<file path="src/hw/rtl/dsf_pkg.sv">
// ----------------------------------------------------------------------------
// dsf_pkg
// shared types, character codes and the power-of-ten table for the decimal
// string to fixed-point converter
// ----------------------------------------------------------------------------
package dsf_pkg;

  // character codes
  localparam logic [15:0] CH_TERM  = 16'h0000;
  localparam logic [15:0] CH_POINT = 16'h002E;
  localparam logic [15:0] CH_ZERO  = 16'h0030;
  localparam logic [15:0] CH_NINE  = 16'h0039;
  localparam logic [15:0] CH_MINUS = 16'h002D;

  localparam logic [31:0] DEC_RADIX = 32'd10;

  // fraction length counter, holds up to 20
  localparam int LEN_W = 5;

  // job queue between front and back
  localparam int QUEUE_DEPTH = 2;
  localparam int PTR_W       = $clog2(QUEUE_DEPTH);
  localparam int LEVEL_W     = $clog2(QUEUE_DEPTH + 1);

  localparam logic [63:0] SAT_MIN = 64'h8000_0000_0000_0000;
  localparam logic [63:0] SAT_MAX = 64'h7FFF_FFFF_FFFF_FFFF;

  // one finished string, handed from front to back
  typedef struct packed {
    logic [31:0]      mag;         // signed integer part after the sign
    logic             neg;         // fraction term is subtracted
    logic             in_fraction; // a point was seen
    logic [31:0]      frac_accum;
    logic [LEN_W-1:0] frac_chars;
  } job_t;

  typedef struct packed {
    logic               full;
    logic               empty;
    logic [LEVEL_W-1:0] level;
  } queue_status_t;

  typedef enum logic [1:0] {
    BK_IDLE,
    BK_DIVIDE,
    BK_FINISH,
    BK_OUTPUT
  } back_state_t;

  function automatic logic [63:0] pow10(input logic [LEN_W-1:0] idx);
    logic [63:0] p;
    unique case (idx)
      5'd0:    p = 64'd1;
      5'd1:    p = 64'd10;
      5'd2:    p = 64'd100;
      5'd3:    p = 64'd1000;
      5'd4:    p = 64'd10000;
      5'd5:    p = 64'd100000;
      5'd6:    p = 64'd1000000;
      5'd7:    p = 64'd10000000;
      5'd8:    p = 64'd100000000;
      5'd9:    p = 64'd1000000000;
      5'd10:   p = 64'd10000000000;
      5'd11:   p = 64'd100000000000;
      5'd12:   p = 64'd1000000000000;
      5'd13:   p = 64'd10000000000000;
      5'd14:   p = 64'd100000000000000;
      5'd15:   p = 64'd1000000000000000;
      5'd16:   p = 64'd10000000000000000;
      5'd17:   p = 64'd100000000000000000;
      5'd18:   p = 64'd1000000000000000000;
      5'd19:   p = 64'd10000000000000000000;
      default: p = 64'd1;
    endcase
    return p;
  endfunction

endpackage

</file>
<file path="src/hw/rtl/dsf_char_if.sv">
// ----------------------------------------------------------------------------
// dsf_char_if
// character stream channel, one 16-bit code per transaction
// ----------------------------------------------------------------------------
interface dsf_char_if;
  logic        valid;
  logic        ready;
  logic [15:0] char_code;

  modport source (output valid, output char_code, input ready);
  modport sink   (input valid, input char_code, output ready);
endinterface

</file>
<file path="src/hw/rtl/dsf_result_if.sv">
// ----------------------------------------------------------------------------
// dsf_result_if
// result channel, one parsed Q32.32 value per transaction
// ----------------------------------------------------------------------------
interface dsf_result_if;
  logic               valid;
  logic               ready;
  logic signed [63:0] value_q32_32;
  logic               point_seen;

  modport source (output valid, output value_q32_32, output point_seen, input ready);
  modport sink   (input valid, input value_q32_32, input point_seen, output ready);
endinterface

</file>
<file path="src/hw/rtl/dsf_front.sv">
// ----------------------------------------------------------------------------
// dsf_front
// character parser: builds integer and fraction accumulators, pushes a job
// into the queue on every terminator
// ----------------------------------------------------------------------------
module dsf_front #(
  parameter int MAX_FRAC_LEN = 20
) (
  input  logic                  clk,
  input  logic                  rst,
  dsf_char_if.sink              chars,
  input  dsf_pkg::queue_status_t qstat,
  output logic                  push,
  output dsf_pkg::job_t         job
);
  import dsf_pkg::*;

  logic             at_first_char;
  logic             minus_sign;
  logic             in_fraction;
  logic             past_second_point;
  logic [31:0]      integer_accum;
  logic [31:0]      fraction_accum;
  logic [LEN_W-1:0] fraction_length;

  logic        accept;
  logic        is_digit;
  logic [31:0] digit_val;
  logic [31:0] mag;

  assign chars.ready = !qstat.full;
  assign accept      = chars.valid && chars.ready;
  assign is_digit    = (chars.char_code >= CH_ZERO) && (chars.char_code <= CH_NINE);
  assign digit_val   = 32'(chars.char_code[3:0]);
  assign push        = accept && (chars.char_code == CH_TERM);

  assign mag              = minus_sign ? (32'd0 - integer_accum) : integer_accum;
  assign job.mag          = mag;
  assign job.neg          = mag[31] || minus_sign;
  assign job.in_fraction  = in_fraction;
  assign job.frac_accum   = fraction_accum;
  assign job.frac_chars   = fraction_length;

  always_ff @(posedge clk) begin
    if (rst || push) begin
      at_first_char     <= 1'b1;
      minus_sign        <= 1'b0;
      in_fraction       <= 1'b0;
      past_second_point <= 1'b0;
      integer_accum     <= '0;
      fraction_accum    <= '0;
      fraction_length   <= '0;
    end else if (accept) begin
      at_first_char <= 1'b0;
      if (!in_fraction) begin
        if (chars.char_code == CH_POINT) begin
          in_fraction <= 1'b1;
        end else if (at_first_char && chars.char_code == CH_MINUS) begin
          minus_sign <= 1'b1;
        end else if (is_digit) begin
          integer_accum <= integer_accum * DEC_RADIX + digit_val;
        end
      end else begin
        if (fraction_length < LEN_W'(MAX_FRAC_LEN)) begin
          fraction_length <= fraction_length + 1'b1;
        end
        if (chars.char_code == CH_POINT) begin
          past_second_point <= 1'b1;
        end else if (is_digit && !past_second_point) begin
          fraction_accum <= fraction_accum * DEC_RADIX + digit_val;
        end
      end
    end
  end

endmodule

</file>
<file path="src/hw/rtl/dsf_queue.sv">
// ----------------------------------------------------------------------------
// dsf_queue
// short job queue in flip-flops between parser and divider
// ----------------------------------------------------------------------------
module dsf_queue (
  input  logic                   clk,
  input  logic                   rst,
  input  logic                   push,
  input  dsf_pkg::job_t          wr_job,
  input  logic                   pop,
  output dsf_pkg::job_t          rd_job,
  output dsf_pkg::queue_status_t qstat
);
  import dsf_pkg::*;

  job_t               entries [QUEUE_DEPTH];
  logic [PTR_W-1:0]   wr_ptr;
  logic [PTR_W-1:0]   rd_ptr;
  logic [LEVEL_W-1:0] level;

  assign rd_job      = entries[rd_ptr];
  assign qstat.level = level;
  assign qstat.full  = (level == LEVEL_W'(QUEUE_DEPTH));
  assign qstat.empty = (level == '0);

  function automatic logic [PTR_W-1:0] ptr_inc(input logic [PTR_W-1:0] p);
    return (p == PTR_W'(QUEUE_DEPTH - 1)) ? '0 : p + 1'b1;
  endfunction

  always_ff @(posedge clk) begin
    if (push) begin
      entries[wr_ptr] <= wr_job;
    end
  end

  always_ff @(posedge clk) begin
    if (rst) begin
      wr_ptr <= '0;
      rd_ptr <= '0;
      level  <= '0;
    end else begin
      if (push) begin
        wr_ptr <= ptr_inc(wr_ptr);
      end
      if (pop) begin
        rd_ptr <= ptr_inc(rd_ptr);
      end
      if (push && !pop) begin
        level <= level + 1'b1;
      end else if (pop && !push) begin
        level <= level - 1'b1;
      end
    end
  end

endmodule

</file>
<file path="src/hw/rtl/dsf_back.sv">
// ----------------------------------------------------------------------------
// dsf_back
// result unit: bit-serial restoring divider for the fraction term, then
// signed add with saturation into the output register
// ----------------------------------------------------------------------------
module dsf_back #(
  parameter int FRAC_BITS    = 32,
  parameter int MAX_FRAC_LEN = 20
) (
  input  logic                   clk,
  input  logic                   rst,
  input  dsf_pkg::queue_status_t qstat,
  input  dsf_pkg::job_t          job,
  output logic                   pop,
  dsf_result_if.source           results
);
  import dsf_pkg::*;

  localparam int DW    = 32 + FRAC_BITS;
  localparam int CNT_W = $clog2(DW);

  back_state_t state, state_next;

  logic [63:0]    base;
  logic [63:0]    room;
  logic           neg;
  logic           point;
  logic [63:0]    den;
  logic [63:0]    rem;
  logic [DW-1:0]  quo;   // dividend shifts out, quotient shifts in
  logic [CNT_W-1:0] cnt;
  logic [63:0]    out_value;
  logic           out_point;

  logic        do_div;
  logic [63:0] job_base;
  logic [64:0] rem_sh;
  logic        fits;
  logic [63:0] term;

  assign do_div   = job.in_fraction && (job.frac_chars != '0) &&
                    (job.frac_chars < LEN_W'(MAX_FRAC_LEN));
  assign job_base = {{32{job.mag[31]}}, job.mag} << FRAC_BITS;
  assign rem_sh   = {rem, quo[DW-1]};
  assign fits     = rem_sh >= {1'b0, den};
  assign term     = 64'(quo);

  // next state
  always_comb begin
    state_next = state;
    unique case (state)
      BK_IDLE: begin
        if (!qstat.empty) begin
          state_next = do_div ? BK_DIVIDE : BK_FINISH;
        end
      end
      BK_DIVIDE: begin
        if (cnt == '0) begin
          state_next = BK_FINISH;
        end
      end
      BK_FINISH: state_next = BK_OUTPUT;
      BK_OUTPUT: begin
        if (results.ready) begin
          state_next = BK_IDLE;
        end
      end
      default: state_next = BK_IDLE;
    endcase
  end

  // outputs
  always_comb begin
    pop           = 1'b0;
    results.valid = 1'b0;
    unique case (state)
      BK_IDLE:   pop = !qstat.empty;
      BK_OUTPUT: results.valid = 1'b1;
      default: begin
      end
    endcase
  end

  assign results.value_q32_32 = out_value;
  assign results.point_seen   = out_point;

  always_ff @(posedge clk) begin
    if (rst) begin
      state <= BK_IDLE;
    end else begin
      state <= state_next;
    end
  end

  always_ff @(posedge clk) begin
    unique case (state)
      BK_IDLE: begin
        base  <= job_base;
        neg   <= job.neg;
        point <= job.in_fraction;
        room  <= job.neg ? (job_base ^ SAT_MIN) : (SAT_MAX - job_base);
        den   <= pow10(job.frac_chars);
        rem   <= '0;
        quo   <= do_div ? DW'({job.frac_accum, {FRAC_BITS{1'b0}}}) : '0;
        cnt   <= CNT_W'(DW - 1);
      end
      BK_DIVIDE: begin
        rem <= fits ? 64'(rem_sh - {1'b0, den}) : rem_sh[63:0];
        quo <= {quo[DW-2:0], fits};
        cnt <= cnt - 1'b1;
      end
      BK_FINISH: begin
        out_point <= point;
        if (term > room) begin
          out_value <= neg ? SAT_MIN : SAT_MAX;
        end else begin
          out_value <= neg ? (base - term) : (base + term);
        end
      end
      BK_OUTPUT: begin
      end
      default: begin
      end
    endcase
  end

endmodule

</file>
<file path="src/hw/rtl/decimal_string_to_fixed.sv">
// ----------------------------------------------------------------------------
// decimal_string_to_fixed
// parses a decimal character string into a saturated signed Q32.32 value
// ----------------------------------------------------------------------------
//
//   channel   dir   payload                          transaction
//   chars     in    char_code[15:0]                  one character, 0 ends string
//   results   out   value_q32_32[63:0], point_seen   one per terminator
//
// the parser takes one character per cycle while the job queue has room
// a terminator queues a job; the result unit goes from idle to finish and then
// to output, where it waits on the handshake; with a fraction term it runs the
// one-bit-per-cycle restoring divider (32 + FRAC_BITS steps) before finish
// two jobs can wait in the queue; when it is full the chars channel stalls
// a stalled result holds in the output register; rst is synchronous, no
// clearing pass is needed
//
module decimal_string_to_fixed #(
  parameter int FRAC_BITS    = 32,
  parameter int MAX_FRAC_LEN = 20
) (
  input  logic          clk,
  input  logic          rst,
  dsf_char_if.sink      chars,
  dsf_result_if.source  results
);
  import dsf_pkg::*;

  // handoff between front and back
  logic          push;
  logic          pop;
  job_t          wr_job;
  job_t          rd_job;
  queue_status_t qstat;

  // front: character classification and accumulation
  dsf_front #(
    .MAX_FRAC_LEN (MAX_FRAC_LEN)
  ) u_front (
    .clk   (clk),
    .rst   (rst),
    .chars (chars),
    .qstat (qstat),
    .push  (push),
    .job   (wr_job)
  );

  // decoupling queue, lets the parser run on during a division
  dsf_queue u_queue (
    .clk    (clk),
    .rst    (rst),
    .push   (push),
    .wr_job (wr_job),
    .pop    (pop),
    .rd_job (rd_job),
    .qstat  (qstat)
  );

  // back: fraction division, sign and saturation
  dsf_back #(
    .FRAC_BITS    (FRAC_BITS),
    .MAX_FRAC_LEN (MAX_FRAC_LEN)
  ) u_back (
    .clk     (clk),
    .rst     (rst),
    .qstat   (qstat),
    .job     (rd_job),
    .pop     (pop),
    .results (results)
  );

  // the back only takes a job from a non-empty queue
  a_pop_nonempty: assert property (@(posedge clk) disable iff (rst)
    pop |-> !qstat.empty)
    else $error("job taken from an empty queue");

  // a terminator with no job taken in the same cycle raises the fill level
  a_push_level: assert property (@(posedge clk) disable iff (rst)
    (push && !pop) |=> (qstat.level == $past(qstat.level) + 1'b1))
    else $error("queue level did not follow a pushed job");

  // no new job is started while a result is still offered
  a_no_pop_while_out: assert property (@(posedge clk) disable iff (rst)
    results.valid |-> !pop)
    else $error("job taken while a result is pending");

  // a full queue must hold the character channel off
  a_full_stalls: assert property (@(posedge clk) disable iff (rst)
    qstat.full |-> !chars.ready)
    else $error("characters accepted with the queue full");

endmodule

</file>
<file path="src/flat_wrapper.sv">
// flat-port wrapper written by rule: the top's interface ports become plain ports
module decimal_string_to_fixed_flat import dsf_pkg::*;
#(
  parameter int FRAC_BITS    = 32,
  parameter int MAX_FRAC_LEN = 20
)
  (clk, rst, chars_valid, chars_char_code, chars_ready, results_valid, results_value_q32_32, results_point_seen, results_ready);
  dsf_char_if chars_i ();
  dsf_result_if results_i ();
  input  logic clk;
  input  logic rst;
  input wire logic [$bits(chars_i.valid)-1:0] chars_valid;
  input wire logic [$bits(chars_i.char_code)-1:0] chars_char_code;
  output wire logic [$bits(chars_i.ready)-1:0] chars_ready;
  output wire logic [$bits(results_i.valid)-1:0] results_valid;
  output wire logic [$bits(results_i.value_q32_32)-1:0] results_value_q32_32;
  output wire logic [$bits(results_i.point_seen)-1:0] results_point_seen;
  input wire logic [$bits(results_i.ready)-1:0] results_ready;
  assign chars_i.valid = chars_valid;
  assign chars_i.char_code = chars_char_code;
  assign chars_ready = chars_i.ready;
  assign results_valid = results_i.valid;
  assign results_value_q32_32 = results_i.value_q32_32;
  assign results_point_seen = results_i.point_seen;
  assign results_i.ready = results_ready;
  decimal_string_to_fixed #(.FRAC_BITS(FRAC_BITS), .MAX_FRAC_LEN(MAX_FRAC_LEN)) u_core (.clk(clk), .rst(rst), .chars(chars_i), .results(results_i));
endmodule
</file>
<file path="config.mk">
export PLATFORM = sky130hd
export DESIGN_NAME = decimal_string_to_fixed_flat
export DESIGN_NICKNAME = d
export VERILOG_FILES = /design/src/hw/rtl/dsf_pkg.sv /design/src/hw/rtl/dsf_char_if.sv /design/src/hw/rtl/dsf_result_if.sv /design/src/hw/rtl/dsf_front.sv /design/src/hw/rtl/dsf_queue.sv /design/src/hw/rtl/dsf_back.sv /design/src/hw/rtl/decimal_string_to_fixed.sv /design/src/flat_wrapper.sv
export SDC_FILE = /design/constraint.sdc
export NUM_CORES = 1
export LEC_CHECK = 0
export BUFFER_PORTS_ARGS = -buffer_cell sky130_fd_sc_hd__buf_2
export CAP_MARGIN = 20
export CORE_MARGIN = 2
export CORE_UTILIZATION = 25
export CTS_BUF_LIST = sky130_fd_sc_hd__clkbuf_8
export DETAILED_ROUTE_END_ITERATION = 8
export GPL_ROUTABILITY_DRIVEN = 1
export GPL_TIMING_DRIVEN = 0
export HOLD_SLACK_MARGIN = 0.15
export PLACE_DENSITY = 0.36
export SLEW_MARGIN = 10
export SYNTH_ARGS = -nofsm -noshare
export SYNTH_HDL_FRONTEND = slang
export SYNTH_SLANG_ARGS = --single-unit
</file>
<file path="constraint.sdc">
create_clock -name clk -period 5.4 [get_ports clk]
set_clock_uncertainty 0.1 [all_clocks]
set_input_delay 0.27 -clock clk [delete_from_list [all_inputs] [get_ports clk]]
set_output_delay 0.27 -clock clk [all_outputs]
set_load 0.02 [all_outputs]
</file>
After elaboration in Yosys (flattened, before gate mapping)

Memory sizes are Yosys's and may differ from the RTL's. A register that Yosys moved wholly into a read port is not among the register bits.
Index checks and enable logic that the tools add are counted.

Output and inout port bits: 67
Memories kept: 2
Bits of input ports: 20
Memory bits (read-only): 1,888
Word-level logic and storage cells: 114
Register bits after elaboration: 440
Bits in writable memories: 142

Memories:

| memory                 | depth | bits a word | read ports | clocked after memory_dff | write ports | RTL line        | RTL |
|---|---|---|---|---|---|---|---|
| (name not given)       | 32    | 59          | 1          | 1                        | 0           | dsf_pkg.sv:52   | `unique case (idx)` |
| u_core.u_queue.entries | 2     | 71          | 1          | 1                        | 1           | dsf_queue.sv:16 | `job_t entries [QUEUE_DEPTH];` |

Reductions and logical operators: 29
Equality and inequality tests: 9
Order comparisons: 6
Multipliers: 2
$add $sub $neg: 13
Muxes and demuxes: 27
Bitwise logic cells: 4

Operators by type and width:

| operator                                                                             | number |
|---|---|
| 64-bit 2-to-1 mux                                                                    | 6 |
| 64-bit case mux with 2 select lines                                                  | 2 |
| 64-bit subtractor                                                                    | 2 |
| 65-bit by 64-bit greater-or-equal comparator with 1-bit output                       | 1 |
| 32-bit by 4-bit adder with 32-bit output                                             | 2 |
| 64-bit adder                                                                         | 1 |
| 64-bit greater-than comparator                                                       | 1 |
| 32-bit by 3-bit multiplier with 31-bit output, second input constant                 | 2 |
| 63-bit by 64-bit subtractor with 64-bit output, first input constant                 | 1 |
| 16-bit by 6-bit == test with 1-bit output, second input constant                     | 2 |
| 32-bit 2-to-1 mux                                                                    | 1 |
| 1-bit by 32-bit subtractor with 32-bit output, first input constant                  | 1 |
| 16-bit by 6-bit greater-or-equal comparator with 1-bit output, second input constant | 1 |
| 16-bit by 6-bit <= comparator with 1-bit output, second input constant               | 1 |
| 16-bit zero test                                                                     | 1 |
| 2-bit 2-to-1 mux                                                                     | 6 |
| 6-bit case mux with 2 select lines                                                   | 1 |
| 5-bit less-than comparator, second input constant                                    | 2 |
| 1-bit 2-to-1 mux                                                                     | 10 |
| 1-bit logical AND                                                                    | 9 |
| 3-bit AND reduction                                                                  | 3 |
| 2-bit case mux with 4 select lines                                                   | 1 |
| 4-bit AND reduction                                                                  | 2 |
| 2-bit == test, second input constant                                                 | 3 |
| 15 further kinds                                                                     | 28 |

Depth between registers and ports, before layout

Word-level depth: 8
Depth in mapped cells: 15
Depth with buffers taken out: 14

Modules after synthesis

Synthesis repeated with hierarchy kept, for this count alone.

Cells, all modules: 3,830
Area, all modules: 36,882.9 µm²

By module, submodules not included:

| module    | sequential area each (µm²) | area each (µm²) | cells each | times used |
|---|---|---|---|---|
| dsf_back  | 9,649.3                    | 22,984.5        | 2,472      | 1 |
| dsf_front | 1,461.4                    | 8,543.2         | 1,115      | 1 |
| dsf_queue | 4,364.2                    | 5,355.1         | 243        | 1 |

Worst setup path after synthesis

Ideal clock, no wire load.

Path type: reg2reg
Start point: reg u_core.u_back.state[0]
End point: reg u_core.u_back.cnt[0], enable pin
Data required time: 4,863 ps
Arrival: 5,321 ps
Slack: -457 ps
Setup time: 437 ps
Cell stages (with the launch flop): 4
Period minus slack after synthesis: 5,857 ps
Path buffers: 0
Cells stage by stage: dfxtp_1 -> inv_1 -> ha_1 -> or2_2

Cells in the longest elaborated chain, start to end: 2
Elaborated cells between the ends (all ways): 3
Classes of those cells: eq/ne (1); reduce/logical (2)

Ends and longest elaborated chain:

| what                                                                               | RTL line        | RTL |
|---|---|---|
| start: declaration                                                                 | dsf_back.sv:22  | `back_state_t state, state_next;` |
| start signal: assignment                                                           | dsf_back.sv:91  | `state <= state_next;` |
| 2-bit by 1-bit == test with 1-bit output / 2-bit zero test (equally long branches) | dsf_back.sv:96  | `unique case (state)` |
| 2-bit nonzero test (no line) (*)                                                   | n/a             |  |
| end signal: assignment                                                             | dsf_back.sv:105 | `cnt <= CNT_W'(DW - 1);` |
| end signal: assignment                                                             | dsf_back.sv:110 | `cnt <= cnt - 1'b1;` |
| end: declaration                                                                   | dsf_back.sv:31  | `logic [CNT_W-1:0] cnt;` |

Every way passes the cells marked *; elsewhere a longest branch is shown, timed or not.
A chain may end at the register's enable or synchronous reset.

Final worst setup path

Start point: reg u_core.u_back.quo[63]
End point: reg u_core.u_back.rem[46], data pin

Cells in the longest elaborated chain, start to end: 3
Elaborated cells between the ends (all ways): 4
Classes of those cells: add/sub (1); order compare (1); mux (2)

Ends and longest elaborated chain:

| what                                                                                                       | RTL line                        | RTL |
|---|---|---|
| start: declaration                                                                                         | dsf_back.sv:30                  | `logic [DW-1:0] quo;` |
| start signal: assignment                                                                                   | dsf_back.sv:104                 | `quo <= do_div ? DW'({job.frac_accum, {FRAC_BITS{1'b0}}}) : '0;` |
| start signal: assignment                                                                                   | dsf_back.sv:109                 | `quo <= {quo[DW-2:0], fits};` |
| 64-bit subtractor / 65-bit by 64-bit greater-or-equal comparator with 1-bit output (equally long branches) | dsf_back.sv:108, dsf_back.sv:45 |  |
| 64-bit 2-to-1 mux (*)                                                                                      | dsf_back.sv:108                 | `rem <= fits ? 64'(rem_sh - {1'b0, den}) : rem_sh[63:0];` |
| 64-bit case mux with 2 select lines (*)                                                                    | dsf_back.sv:96                  |  |
| end signal: assignment                                                                                     | dsf_back.sv:108                 |  |
| end: declaration                                                                                           | dsf_back.sv:29                  | `logic [63:0] rem;` |

Marked as above.

==> impl_metrics.json <==
{
  "p_per_area_nw_per_um2": 559,
  "fill_cells": 15271,
  "drt_wl_total_um": 119000,
  "cp-endpoint": "u_core.u_back.rem[46]$_SDFFCE_PN0P_",
  "layout_common_cells": "462 x edfxtp_1, 316 x ha_1, 301 x nand2_1",
  "synth-edff-count": 462,
  "ys_seq_area_share_pct": 42.7,
  "critPathTopFamily": "compound AO/OA/AOI/OAI gates",
  "core_area_um2": 144000,
  "status": "finished with violations",
  "r2r_end": "u_core.u_back.rem[46]$_SDFFCE_PN0P_",
  "critical_path_cell_count": 14,
  "critPathKind": "flip-flop to flip-flop",
  "maxCapViolCount": 0,
  "place_congestion": 0.843,
  "cts_buffers": 101,
  "drive_gt1_share_pct": 8.95,
  "ios": 87,
  "area.sequential_um2": 15500,
  "synthesis.area_um2": 36200,
  "timing.hold.ws_ns": 0.294,
  "num_vias": 28535,
  "first_global_vias": 28484,
  "power_mw": 23.2,
  "area_growth_pct": 14.5,
  "clkPwrFrac_pct": 16.7,
  "ys_async_sr_fraction_pct": 0,
  "violations": "DRC",
  "io_buffers": 85,
  "synthFlopType": "edfxtp_1",
  "crit_fanout": 10,
  "yosysWarnings": 0,
  "overflow": 0,
  "postCtsSetupBuffers": 0,
  "startpoint_type": "flip-flop",
  "ys_seq_elements": 542,
  "postRouteAntennaNets": 0,
  "drt-wirelength-per-cell_um": 20.1,
  "path_cells": "inv_1 > ha_1 > nor2b_1 > o31a_1 > o31ai_1 > a31o_2 > o31ai_2 > a2111o_1 > nand2_1 > o31ai_4 > clkbuf_2 > clkdlybuf4s15_1 > nand2_1 > o211a_1",
  "fin_crit_ns": 5.16,
  "critPathCaptureType": "flip-flop",
  "worst_pin_slew_ns": 0.966,
  "nNetsFinal": 4262,
  "viasPerCell": 4.83,
  "slowest_delay_ns": 0.72,
  "dr.first_iter.drc_count": 1966,
  "grt_max_degree": 58,
  "cpMaxStageDelayCell": "clkdlybuf4s15_1",
  "p_int_mw": 12.3,
  "fmax_mhz": 194,
  "drc": 8,
  "fin_cells": 5904,
  "swShare_pct": 46.8,
  "cp_num_buf_inv": 3,
  "hold_viol_final": 0,
  "die_w_um": 385,
  "syn_avg_cell_area_um2": 9.79,
  "relSlewSlack_pct": 35.2,
  "mostFrequentLayoutCell": "edfxtp_1",
  "cts_max_level": 3,
  "ir_drop_mv": 0.242,
  "dr.pass1.iters": 9,
  "cts_sinks": 542,
  "start_util_pct": 25.2,
  "arrival_ns": 5.61,
  "grt_usage_pct": 15.9,
  "critPathLaunch": "u_core.u_back.quo[63]$_DFFE_PP_",
  "hold_class": "input pin to flip-flop",
  "antenna_found_initial": 5,
  "clock_latency_ns": 0.83,
  "post-route-period-util_pct": 95.6,
  "design.die.area_um2": 148000,
  "post-route-util_pct": 28.9,
  "crit_required_ns": 5.85,
  "combinationalPowerShare_pct": 54.4,
  "finalMaxSlewViolations": 0,
  "multiInputGateArea_um2": 19400,
  "reg2reg_from": "u_core.u_back.quo[63]$_DFFE_PP_",
  "setup_viol": 0,
  "crit_top_cell": "nand2_1",
  "worst-r2r-cell-count": 14,
  "cts_tree": "built",
  "ys_types": 95,
  "place_inst": 5702,
  "rows": 139,
  "path_clk_slew_ns": 0.06,
  "power_switching_mw": 10.9,
  "rrSetupSlack_ns": 0.24,
  "clockRootBuffer": "clkbuf_8",
  "grt_pass1_wl_um": 180000,
  "syn-num-nets": 4043,
  "power.leakage_nw": 16.9,
  "syn_inst": 3699,
  "die_h_um": 385,
  "dp_hpwl_um": 90600,
  "power_frac_seq_pct": 28.9,
  "rsz0062_at_grt": "false",
  "cts_buffer_depth": 3
}
logic make-up after synthesis:
kind of cell	Yosys count	share of synthesized area (%)
buffers and inverters	383	4.03
multiplexers	117	3.35
flip-flops	542	42.7
AND/OR/NAND/NOR	1087	14.9
XOR/XNOR	229	5.54
AO/OA/AOI/OAI	1017	18.2
adder cells (fa/ha/maj)	324	11.3
power by group through the flow:
stage	sequential [mW]	combinational [mW]	clock, mW
6_report	6.71	12.6	3.87
4_1_cts	6.76	12.7	4.06
3_3_place_gp	6.91	12.5	0
3_5_place_dp	6.81	12.6	0
5_1_grt	6.84	14.1	4.22
2_1_floorplan	6.58	8.54	0
routing by layer:
layer,GRT usage (%),share of wire (%)
met1,22.5,49
met2,25.0,45
met3,2.14,3.8
met4,4.88,2.4
met5,0,0
worst reg2reg max path, stage by stage (launching register included):
cell	delay [ns]
edfxtp_1	0.51
inv_1	0.08
ha_1	0.21
nor2b_1	0.20
o31a_1	0.22
o31ai_1	0.18
a31o_2	0.33
o31ai_2	0.52
a2111o_1	0.32
nand2_1	0.21
o31ai_4	0.56
clkbuf_2	0.47
clkdlybuf4s15_1	0.72
nand2_1	0.13
o211a_1	0.16
final cells by class:
class                   count  share of cell area, %
flip-flops and latches    542                   37.3
clock inverters            78                   1.06
diodes                      3                 0.0181
clock buffers             105                   3.48
repair inverters            1                 0.0181
repair buffers            116                   2.09
plain buffers             166                   1.60
multi-input cells        2774                   46.7
well taps                1903                   5.74
inverters                 216                   1.96
registers in the layout, summed over array words and instances (netlist names), 6 cells and up, named ones only:
| register | flops |
|---|---|
| u_core.u_front.integer_accum | 32 |
| u_core.u_front.fraction_accum | 32 |
| u_core.u_back.room | 33 |
| u_core.u_back.cnt | 6 |
| u_core.u_queue.entries | 142 |
| u_core.u_back.results.value_q32_32 | 64 |
| u_core.u_back.den | 54 |
| u_core.u_back.quo | 64 |
| u_core.u_back.base | 32 |
| u_core.u_back.rem | 64 |
synthesized netlist by cell type (all sizes together) (7+ instances only):
master / n / share of area, %
ha: 318 / 11
nor3b: 10 / 0.21
nand2: 303 / 3.1
buf: 21 / 0.28
o21a: 35 / 0.73
nor2b: 68 / 1.2
and4: 12 / 0.29
a21oi: 293 / 4.1
clkbuf: 146 / 1.5
a31o: 10 / 0.24
inv: 214 / 2.2
xor2: 97 / 2.3
and2: 49 / 0.85
nor3: 79 / 1.1
o2111ai: 10 / 0.24
o211ai: 18 / 0.37
a211o: 7 / 0.17
nor2: 262 / 2.7
o22ai: 23 / 0.40
a31oi: 27 / 0.47
o31ai: 66 / 1.4
or3: 31 / 0.55
a2bb2oi: 9 / 0.22
o311ai: 7 / 0.17
o22a: 12 / 0.29
edfxtp: 462 / 38
a21o: 81 / 1.7
or2: 18 / 0.31
mux2: 35 / 1.1
o21ai: 213 / 3.0
o21bai: 30 / 0.62
nand4: 44 / 0.76
nor4: 35 / 0.72
o221ai: 7 / 0.19
a211oi: 75 / 1.6
o211a: 17 / 0.47
a22oi: 8 / 0.17
or4: 21 / 0.44
dfxtp: 80 / 4.4
nand2b: 32 / 0.55
and3: 26 / 0.45
nand3: 74 / 1.0
xnor2: 132 / 3.2
mux2i: 82 / 2.3
a21boi: 8 / 0.17
what timing repair did:
action | CTS | global route
resized for setup | 13 | 20
pin swaps | 0 | 0
hold buffers | 15 | 0
endpoints found under the hold margin | 38 | 0
cloned | 1 | 0
endpoints found under the setup margin | 106 | 64
worst min-delay path by stage:
stage / startpoint / to / slack [ns] / cells after the start
after floorplan: u_core.u_back.point$_DFFE_PP_ / u_core.u_back.results.point_seen$_DFFE_PP_ / 0.30 / 0
after global placement: u_core.u_back.point$_DFFE_PP_ / u_core.u_back.results.point_seen$_DFFE_PP_ / 0.31 / 0
after detailed placement: u_core.u_back.point$_DFFE_PP_ / u_core.u_back.results.point_seen$_DFFE_PP_ / 0.31 / 0
after CTS: chars_char_code[0] / u_core.u_front.integer_accum[0]$_SDFFE_PP0P_ / 0.18 / 4
after global routing: chars_char_code[0] / u_core.u_front.fraction_accum[0]$_SDFFE_PP0P_ / 0.22 / 4
final: chars_char_code[0] / u_core.u_front.fraction_accum[0]$_SDFFE_PP0P_ / 0.29 / 4
stage by stage:
step	instance area, µm²	worst slack [ns]	TNS [ns]
final	41500	0.238	0
after global routing	41500	0.00782	0
after CTS	41400	0.0578	0
after detailed placement	39400	-0.710	-45.27
after global placement	39000	-3.53	-517.03
after floorplan	36200	0.269	0
No activity file was read; power rests on OpenSTA's default activity.
